**src/mexp_pkg.sv**
```systemverilog
`timescale 1ns / 1ps
// Shared types, constants and the microcode program of the modular exponentiation core.
// No dependencies; every other file in src but mexp_chk imports this package.
package mexp_pkg;

    localparam int FIELD_W   = 32;   // port width of every word field
    localparam int MEXP_WIDTH = 32;  // default operand width
    localparam int PC_W      = 5;

    typedef enum logic [2:0] {
        OP_NOP,
        OP_MUL,      // start the modular multiplier on the selected operands
        OP_WR_ACC,   // accumulator <= multiplier result
        OP_WR_SQ,    // running square <= multiplier result
        OP_SHIFT,    // drop the exponent bit just used
        OP_OUT_ACC,
        OP_OUT_ZERO,
        OP_OUT_ONE
    } t_op;

    typedef enum logic [1:0] {
        SRC_ONE,
        SRC_BASE,
        SRC_ACC,
        SRC_SQ
    } t_src;

    typedef enum logic [2:0] {
        C_NONE,
        C_BASE_Z,
        C_EXP_Z,
        C_MOD_Z,
        C_BIT_CLR,
        C_MORE,
        C_MUL_BUSY
    } t_cond;

    typedef struct packed {
        t_op             op;
        t_src            src_a;
        t_src            src_b;
        t_cond           cond;
        logic [PC_W-1:0] target;
    } t_uword;

    // datapath controls, sequencer -> datapath
    typedef struct packed {
        t_op  op;
        t_src src_a;
        t_src src_b;
    } t_ctrl;

    // jump conditions, datapath -> sequencer
    typedef struct packed {
        logic base_z;
        logic exp_z;
        logic mod_z;
        logic bit_clr;
        logic more;
        logic mul_busy;
    } t_flags;

    localparam logic [PC_W-1:0] L_W_BASE = PC_W'(4);
    localparam logic [PC_W-1:0] L_W_ONE  = PC_W'(7);
    localparam logic [PC_W-1:0] L_LOOP   = PC_W'(9);
    localparam logic [PC_W-1:0] L_W_MUL  = PC_W'(11);
    localparam logic [PC_W-1:0] L_SQR    = PC_W'(13);
    localparam logic [PC_W-1:0] L_W_SQR  = PC_W'(14);
    localparam logic [PC_W-1:0] L_ZERO   = PC_W'(18);
    localparam logic [PC_W-1:0] L_ONE    = PC_W'(19);

    function automatic t_uword rom_word(input logic [PC_W-1:0] pc);
        t_uword w;
        w = '{op: OP_NOP, src_a: SRC_ONE, src_b: SRC_ONE, cond: C_NONE, target: '0};
        unique case (pc)
            PC_W'(0):  begin w.cond = C_BASE_Z;   w.target = L_ZERO;   end
            PC_W'(1):  begin w.cond = C_EXP_Z;    w.target = L_ONE;    end
            PC_W'(2):  begin w.cond = C_MOD_Z;    w.target = L_ZERO;   end
            // sq = base mod m
            PC_W'(3):  begin w.op = OP_MUL; w.src_a = SRC_BASE; end
            PC_W'(4):  begin w.cond = C_MUL_BUSY; w.target = L_W_BASE; end
            PC_W'(5):  w.op = OP_WR_SQ;
            // acc = 1 mod m
            PC_W'(6):  w.op = OP_MUL;
            PC_W'(7):  begin w.cond = C_MUL_BUSY; w.target = L_W_ONE;  end
            PC_W'(8):  w.op = OP_WR_ACC;
            PC_W'(9):  begin w.cond = C_BIT_CLR;  w.target = L_SQR;    end
            PC_W'(10): begin w.op = OP_MUL; w.src_a = SRC_ACC; w.src_b = SRC_SQ; end
            PC_W'(11): begin w.cond = C_MUL_BUSY; w.target = L_W_MUL;  end
            PC_W'(12): w.op = OP_WR_ACC;
            PC_W'(13): begin w.op = OP_MUL; w.src_a = SRC_SQ; w.src_b = SRC_SQ; end
            PC_W'(14): begin w.cond = C_MUL_BUSY; w.target = L_W_SQR;  end
            PC_W'(15): w.op = OP_WR_SQ;
            // stop as soon as no set exponent bit remains
            PC_W'(16): begin w.op = OP_SHIFT; w.cond = C_MORE; w.target = L_LOOP; end
            PC_W'(17): w.op = OP_OUT_ACC;
            PC_W'(18): w.op = OP_OUT_ZERO;
            PC_W'(19): w.op = OP_OUT_ONE;
            default:   w.op = OP_OUT_ZERO;
        endcase
        return w;
    endfunction

endpackage

```
**src/mexp_modmul.sv**
```systemverilog
`timescale 1ns / 1ps
// Modular multiplier: one registered multiply, then restoring reduction of the
// low product half, one bit per cycle. Needs a, b < m. Depends on mexp_pkg.
module mexp_modmul #(
    parameter int WIDTH = mexp_pkg::MEXP_WIDTH
) (
    input  logic             i_clk,
    input  logic             i_rst_n,
    input  logic             i_start,
    input  logic [WIDTH-1:0] i_a,
    input  logic [WIDTH-1:0] i_b,
    input  logic [WIDTH-1:0] i_m,
    output logic             o_busy,
    output logic [WIDTH-1:0] o_res
);
    import mexp_pkg::*;

    localparam int CW = $clog2(WIDTH + 1);

    logic [2*WIDTH-1:0] prod;
    logic [WIDTH:0]     trial;
    logic [WIDTH:0]     diff;
    logic               ge;

    logic               r_busy;
    logic [CW-1:0]      r_cnt;
    logic [WIDTH-1:0]   r_rem;
    logic [WIDTH-1:0]   r_low;
    logic [WIDTH-1:0]   r_m;

    assign prod  = i_a * i_b;
    assign trial = {r_rem, r_low[WIDTH-1]};
    assign ge    = trial >= {1'b0, r_m};
    assign diff  = trial - {1'b0, r_m};

    // high half of a*b is already below m since a, b < m
    always_ff @(posedge i_clk) begin
        if (!i_rst_n) begin
            r_busy <= 1'b0;
            r_cnt  <= '0;
        end else if (i_start) begin
            r_busy <= 1'b1;
            r_cnt  <= CW'(WIDTH);
        end else if (r_busy) begin
            r_cnt  <= r_cnt - 1'b1;
            r_busy <= r_cnt != CW'(1);
        end
    end

    always_ff @(posedge i_clk) begin
        if (i_start) begin
            r_rem <= prod[2*WIDTH-1:WIDTH];
            r_low <= prod[WIDTH-1:0];
            r_m   <= i_m;
        end else if (r_busy) begin
            r_rem <= ge ? diff[WIDTH-1:0] : trial[WIDTH-1:0];
            r_low <= {r_low[WIDTH-2:0], 1'b0};
        end
    end

    assign o_busy = r_busy;
    assign o_res  = r_rem;

endmodule

```
**src/mexp_sequencer.sv**
```systemverilog
`timescale 1ns / 1ps
// Microcode sequencer: step counter over the program ROM in mexp_pkg, with
// conditional jumps on datapath flags. Depends on mexp_pkg.
module mexp_sequencer (
    input  logic             i_clk,
    input  logic             i_rst_n,
    input  logic             i_go,
    input  mexp_pkg::t_flags i_flags,
    output mexp_pkg::t_ctrl  o_ctrl,
    output logic             o_run
);
    import mexp_pkg::*;

    typedef enum logic {ST_IDLE, ST_RUN} t_state;

    t_state          r_state;
    logic [PC_W-1:0] r_pc;
    t_uword          w;
    logic            take;

    always_comb begin
        w = rom_word(r_pc);
        unique case (w.cond)
            C_NONE:     take = 1'b0;
            C_BASE_Z:   take = i_flags.base_z;
            C_EXP_Z:    take = i_flags.exp_z;
            C_MOD_Z:    take = i_flags.mod_z;
            C_BIT_CLR:  take = i_flags.bit_clr;
            C_MORE:     take = i_flags.more;
            C_MUL_BUSY: take = i_flags.mul_busy;
            default:    take = 1'b0;
        endcase
    end

    always_ff @(posedge i_clk) begin
        if (!i_rst_n) begin
            r_state <= ST_IDLE;
            r_pc    <= '0;
        end else begin
            unique case (r_state)
                ST_IDLE: begin
                    if (i_go) begin
                        r_state <= ST_RUN;
                        r_pc    <= '0;
                    end
                end
                ST_RUN: begin
                    if (w.op inside {OP_OUT_ACC, OP_OUT_ZERO, OP_OUT_ONE})
                        r_state <= ST_IDLE;
                    r_pc <= take ? w.target : r_pc + 1'b1;
                end
                default: r_state <= ST_IDLE;
            endcase
        end
    end

    assign o_run        = r_state == ST_RUN;
    assign o_ctrl.op    = o_run ? w.op : OP_NOP;
    assign o_ctrl.src_a = w.src_a;
    assign o_ctrl.src_b = w.src_b;

endmodule

```
**src/modular_exponentiation_core.sv**
```systemverilog
`timescale 1ns / 1ps
// Modular exponentiation core: base^exponent mod modulus by square-and-multiply.
// Depends on mexp_pkg, mexp_sequencer and mexp_modmul.
//
// Usage:
//   Drive i_base, i_exponent, i_modulus and raise start; the word is taken at
//   the edge where start is high and busy is low. busy stays high until the
//   result is out. The result appears on o_result for one cycle with o_valid
//   high; busy drops at the same edge, so the next word may be taken while
//   o_valid is still high. There is no backpressure on the result side.
//   Only the low WIDTH bits of each operand are used.
//   Special cases: base 0 gives 0, else exponent 0 gives 1, else modulus 0 gives 0.
// Datapath: every modular multiply runs on the single shared multiply/restoring-reduce
//   unit. One word is worked on at a time.
// Reset: synchronous, active low; drops busy and o_valid, any word in work is lost.
module modular_exponentiation_core #(
    parameter int WIDTH = mexp_pkg::MEXP_WIDTH
) (
    input  logic                         i_clk,
    input  logic                         i_rst_n,
    input  logic                         start,
    input  logic [mexp_pkg::FIELD_W-1:0] i_base,
    input  logic [mexp_pkg::FIELD_W-1:0] i_exponent,
    input  logic [mexp_pkg::FIELD_W-1:0] i_modulus,
    output logic                         busy,
    output logic                         o_valid,
    output logic [mexp_pkg::FIELD_W-1:0] o_result
);
    import mexp_pkg::*;

    t_ctrl            ctrl;
    t_flags           flags;
    logic             run;
    logic             accept;
    logic             mul_busy;
    logic [WIDTH-1:0] mul_res;
    logic [WIDTH-1:0] opnd_a;
    logic [WIDTH-1:0] opnd_b;

    logic [WIDTH-1:0] r_base;
    logic [WIDTH-1:0] r_exp;
    logic [WIDTH-1:0] r_mod;
    logic [WIDTH-1:0] r_acc;
    logic [WIDTH-1:0] r_sq;
    logic [WIDTH-1:0] r_result;
    logic             r_valid;

    function automatic logic [WIDTH-1:0] sel_opnd(input t_src s, input logic [WIDTH-1:0] base,
                                                  input logic [WIDTH-1:0] acc,
                                                  input logic [WIDTH-1:0] sq);
        logic [WIDTH-1:0] v;
        case (s)
            SRC_BASE: v = base;
            SRC_ACC:  v = acc;
            SRC_SQ:   v = sq;
            default:  v = WIDTH'(1);
        endcase
        return v;
    endfunction

    assign accept = start && !run;
    assign opnd_a = sel_opnd(ctrl.src_a, r_base, r_acc, r_sq);
    assign opnd_b = sel_opnd(ctrl.src_b, r_base, r_acc, r_sq);

    assign flags.base_z   = r_base == '0;
    assign flags.exp_z    = r_exp == '0;
    assign flags.mod_z    = r_mod == '0;
    assign flags.bit_clr  = !r_exp[0];
    assign flags.more     = r_exp[WIDTH-1:1] != '0;
    assign flags.mul_busy = mul_busy;

    mexp_sequencer u_seq (
        .i_clk   (i_clk),
        .i_rst_n (i_rst_n),
        .i_go    (accept),
        .i_flags (flags),
        .o_ctrl  (ctrl),
        .o_run   (run)
    );

    mexp_modmul #(.WIDTH(WIDTH)) u_mul (
        .i_clk   (i_clk),
        .i_rst_n (i_rst_n),
        .i_start (ctrl.op == OP_MUL),
        .i_a     (opnd_a),
        .i_b     (opnd_b),
        .i_m     (r_mod),
        .o_busy  (mul_busy),
        .o_res   (mul_res)
    );

    always_ff @(posedge i_clk) begin
        if (accept) begin
            r_base <= i_base[WIDTH-1:0];
            r_exp  <= i_exponent[WIDTH-1:0];
            r_mod  <= i_modulus[WIDTH-1:0];
        end else if (ctrl.op == OP_SHIFT) begin
            r_exp  <= r_exp >> 1;
        end
        if (ctrl.op == OP_WR_ACC) r_acc <= mul_res;
        if (ctrl.op == OP_WR_SQ)  r_sq  <= mul_res;
        case (ctrl.op)
            OP_OUT_ACC:  r_result <= r_acc;
            OP_OUT_ZERO: r_result <= '0;
            OP_OUT_ONE:  r_result <= WIDTH'(1);
            default:     r_result <= r_result;
        endcase
    end

    always_ff @(posedge i_clk) begin
        if (!i_rst_n) begin
            r_valid <= 1'b0;
        end else begin
            r_valid <= ctrl.op inside {OP_OUT_ACC, OP_OUT_ZERO, OP_OUT_ONE};
        end
    end

    assign busy     = run;
    assign o_valid  = r_valid;
    assign o_result = FIELD_W'(r_result);

endmodule

```
**config.mk**
```make
export PLATFORM = sky130hd
export DESIGN_NAME = modular_exponentiation_core
export DESIGN_NICKNAME = d
export VERILOG_FILES = /design/src/mexp_pkg.sv /design/src/mexp_modmul.sv /design/src/mexp_sequencer.sv /design/src/modular_exponentiation_core.sv
export SDC_FILE = /design/constraint.sdc
export NUM_CORES = 2
export LEC_CHECK = 0
export ABC_CLOCK_PERIOD_IN_PS = 16700
export BUFFER_PORTS_ARGS = -buffer_cell sky130_fd_sc_hd__buf_4
export CAP_MARGIN = 0
export CORE_MARGIN = 2
export CORE_UTILIZATION = 70
export CTS_BUF_LIST = sky130_fd_sc_hd__clkbuf_4
export DETAILED_ROUTE_END_ITERATION = 16
export HOLD_SLACK_MARGIN = 0.15
export PLACE_DENSITY = 0.95
export SLEW_MARGIN = 20
export SYNTH_ARGS = -nofsm -noshare
export SYNTH_HDL_FRONTEND = slang
export SYNTH_SLANG_ARGS = --single-unit
```
**constraint.sdc**
```tcl
create_clock -name i_clk -period 16.7 [get_ports i_clk]
set_input_delay 2.505 -clock i_clk [delete_from_list [all_inputs] [get_ports i_clk]]
set_output_delay 2.505 -clock i_clk [all_outputs]
set_load 0.01 [all_outputs]
```
==> run_results.csv <==
group,metric,value,unit
clock_tree,cts_root_buf,"clkbuf_4",
timing,drv_slew,0,
global_route,groute.usage.overall,0.4546,
synthesis,syn-num-nets,6225,
timing,max_slew_margin,0.1297,
clock_tree,cts_tree,"done",
setup_path,critical-path-top-delay-family,"adder cells",
power,clkPwrFrac,0.374,
setup_path,rr_endpoint,"u_mul.o_res[16]",
synthesis,synth_flop_cell,"edfxtp_1",
clock_tree,clk_pin_slew_worst_paths,80,ps
synthesis,yosys.area_share.simple,0.1419,
clock_tree,cts_made_buffers,76,
setup_path,rrSetupSlack,6190,ps
power,ir_worst_vdd,0.1214,mV
placement,post-place-ws,6686,ps
setup_path,cp-end-kind,"register",
timing,fin_tns_setup,0,ps
synthesis,synth_cells,4927,
route,wire_per_inst,25.51,microns
setup_path,crit_type,"register to register",
finish,fillers,4324,
setup_path,crit_path_start_kind,"register",
synthesis,yosys.area_share.adder,0.4694,
floorplanning,core,0.06563,sq mm
floorplanning,die_h,261.2,microns
clock_tree,htreeDepth,3,
global_route,grt_pass1_vias,40410,
power,switching_power,0.4568,mW
finish,final_area,0.04889,sq mm
route,avgViaCountPerCell,6.408,
clock_tree,clk_latency,810,ps
setup_path,path_max_fanout,73,
clock_tree,cts_buffer_depth,3,
finish,area_growth,5.588,%
floorplanning,start_util,0.7056,
power,sequentialPowerShare,0.528,
route,routed_wl,149700,microns
power,power_density,34.67,mW/mm^2
global_route,grt_pass1_wl,228600,microns
global_route,grt_max_degree,94,
timing,period_needed,10510,ps
setup_path,cp.depth,28,
timing,clock_skew,75.76,ps
floorplanning,rows,94,
setup_path,worstPathRequired,17210,ps
power,combPwrFrac,0.099,
clock_tree,cts.repair.resized,0,
placement,place_congestion,1.077,
clock_tree,cts_num_sinks,302,
route,first_pass_iters,9,
power,netSwitchingFraction,0.2695,
synthesis,synth.area.mux_share,0.01046,
synthesis,syn_area_per_cell,9.398,sq um
route,drt_iter0_drc,5241,
synthesis,synth_edf_count,288,
setup_path,reg2regPathDepth,28,
power,power.internal,1.238,mW
synthesis,ys_ff_latch,302,
route,drc_errors,0,
timing,max_freq,0.09514,GHz
synthesis,synth-xor-area-share,0.01683,
synthesis,ys_types,80,
setup_path,r2r_start,"u_seq.r_pc[0]",
timing,finalWorstSetupSlack,6189,ps
setup_path,cp_common_cell,"fa_1",
synthesis,ys_seq_area_frac,0.1928,
timing,hold_viol_final,0,
setup_path,arrival,11020,ps
timing,finalSetupViolCount,0,
route,ant_nets,0,
timing,worst_pin_slew,1302,ps
synthesis,synth_top_family_by_area,"adder cells",
global_route,antenna_found_initial,9,
floorplanning,die-area,0.06823,sq mm
synthesis,syn_area,0.04631,sq mm
finish,final_core_util,0.7450,
power,p_leak,22.75,nW
floorplanning,io_pins,133,
hold_path,hold_path.class,"register to register",
synthesis,ys_async_sr_fraction,0,
setup_path,crit_path_max_incr_delay,990,ps
power,finalPower,1.695,mW
finish,drive_gt1_frac,0.08083,
route,vias,37600,
placement,port_buffers,132,
placement,post_dp_cell_area,0.04791,sq mm
flow_run,cap_violations,0,
setup_path,crit_slowest_cell,"nand2_1",
timing,rsz0062_at_grt,"false",
global_route,overflow,0,
status,outcome,"complete, no violations",
setup_path,startpoint,"u_seq.r_pc[0]",
synthesis,ys_warn_count,0,
clock_tree,cts_hold_buf,0,
finish,final_nets,6238,
timing,fin_crit_sh,0.6294,
setup_path,cp_num_buf_inv,5,
placement,post-dp-hpwl,112900,microns
clock_tree,cts_setup_buffers,0,
floorplanning,die_w,261.2,microns
setup_path,critPathCapture,"u_mul.o_res[16]",
synthesis,synth-compound-area-share,0.06958,
-- layer usage --
layer / vias to the layer above / track usage / wire length, microns
li1: 15230 / - / -
met4: 12 / 0.3247 / 13640
met5: - / 0 / 94
met1: 18140 / 0.5362 / 46690
met3: 999 / 0.1973 / 24870
met2: 3226 / 0.6699 / 64390
-- worst reg2reg max path: cells and delay by family (launching register included) --
family | cells | cell delay [ps]
xor+xnor | 1 | 550
simple gates | 4 | 1780
compound gates | 8 | 2070
flops | 1 | 410
buf+inv | 5 | 800
fa+ha+maj | 10 | 4670
-- cell usage after synthesis (5+ instances only) --
library cell	n	area [sq um]
clkbuf_1	223	837.1
ha_1	302	3779
fa_1	897	17960
a21oi_1	139	695.7
or2_2	5	31.28
o21ai_1	8	40.04
nor3_1	25	125.1
a41oi_1	5	43.79
o21bai_1	19	142.6
o21ai_0	100	500.5
a21o_1	52	390.4
nand2_1	664	2492
buf_1	19	71.32
and2_1	91	569.3
o31ai_1	6	45.04
buf_2	22	110.1
nand2b_1	11	68.82
nor2_1	661	2481
xor2_1	36	315.3
o21a_1	18	135.1
mux2i_1	9	90.09
nand3_1	36	180.2
nand4_1	28	175.2
dfxtp_1	14	280.3
mux2_2	35	394.1
a22oi_1	34	255.2
inv_1	944	3543
a211oi_1	26	195.2
and2_0	7	43.79
o211ai_1	7	52.55
nor4_1	31	193.9
edfxtp_1	288	8648
xnor2_1	53	464.2
o31a_1	5	43.79
a31oi_1	16	100.1
and3_1	6	37.54
nor2b_1	13	81.33
-- metrics by stage --
stage	hold slack, ps	std cells
after global placement	429.4	5726
after floorplan	426.8	4927
after CTS	437.8	5862
final	442.2	5868
after detailed placement	435.0	5726
after global routing	446.4	5864
-- power by group through the flow --
stage / Combinational, mW / Sequential (mW) / Clock [mW]
finish: 0.167 / 0.894 / 0.634
global route: 0.175 / 0.896 / 0.671
CTS: 0.160 / 0.892 / 0.636
detailed placement: 0.159 / 0.908 / 0
global placement: 0.154 / 0.907 / 0
floorplan: 0.0902 / 0.898 / 0
-- kinds of logic after synthesis --
family | count (synthesis)
simple gates | 1589
buf+inv | 1210
fa+ha+maj | 1199
compound gates | 494
flops | 302
xor+xnor | 89
mux | 44
-- area by class of cell --
type / count / area [sq um] / share of cell area
multi-input combinational: 3415 / 32870 / 0.6722
sequential: 302 / 8929 / 0.1826
inverter: 944 / 3543 / 0.07247
timing repair buffer: 201 / 1513 / 0.03094
tap: 864 / 1081 / 0.02211
clock buffer: 114 / 855.8 / 0.01750
clock inverter: 22 / 91.34 / 0.001868
antenna: 6 / 15.01 / 0.0003071
-- flip-flops by register name, summed over array words and instances (netlist names), 32 cells and up --
signal and cells:
u_mul.r_low 32, r_base 32, r_mod 32, r_sq 32, r_acc 32, r_exp 32, u_mul.r_m 32, o_result 32
u_mul.o_res 32
-- how the worst min path moves through the flow --
| stage | from | end | slack, ps | depth (start not counted) |
|---|---|---|---|---|
| 2_1_floorplan | r_mod[16] | u_mul.r_m[16] | 430 | 0 |
| 3_3_place_gp | r_mod[28] | u_mul.r_m[28] | 430 | 0 |
| 3_5_place_dp | r_mod[13] | u_mul.r_m[13] | 430 | 0 |
| 4_1_cts | r_mod[13] | u_mul.r_m[13] | 440 | 0 |
| 5_1_grt | r_mod[13] | u_mul.r_m[13] | 450 | 0 |
| 6_report | r_mod[13] | u_mul.r_m[13] | 440 | 0 |
-- layout by cell type (no fill, tap or decap), types with 18 or more instances in the layout --
cell type / synthesis / final
nand4_1: 28 / 28
o21bai_1: 19 / 19
xnor2_1: 53 / 53
clkbuf_4: 0 / 114
a21oi_1: 139 / 137
and2_1: 91 / 94
inv_1: 944 / 943
a22oi_1: 34 / 33
edfxtp_1: 288 / 288
a21o_1: 52 / 52
nor4_1: 31 / 31
xor2_1: 36 / 36
fa_1: 897 / 897
nor3_1: 25 / 23
nor2_1: 661 / 659
o21a_1: 18 / 18
o21ai_0: 100 / 100
nand2_1: 664 / 660
mux2_2: 35 / 35
ha_1: 302 / 302
a211oi_1: 26 / 26
buf_4: 0 / 200
nand3_1: 36 / 34
Note: power is estimated with default switching activity, not from simulation.
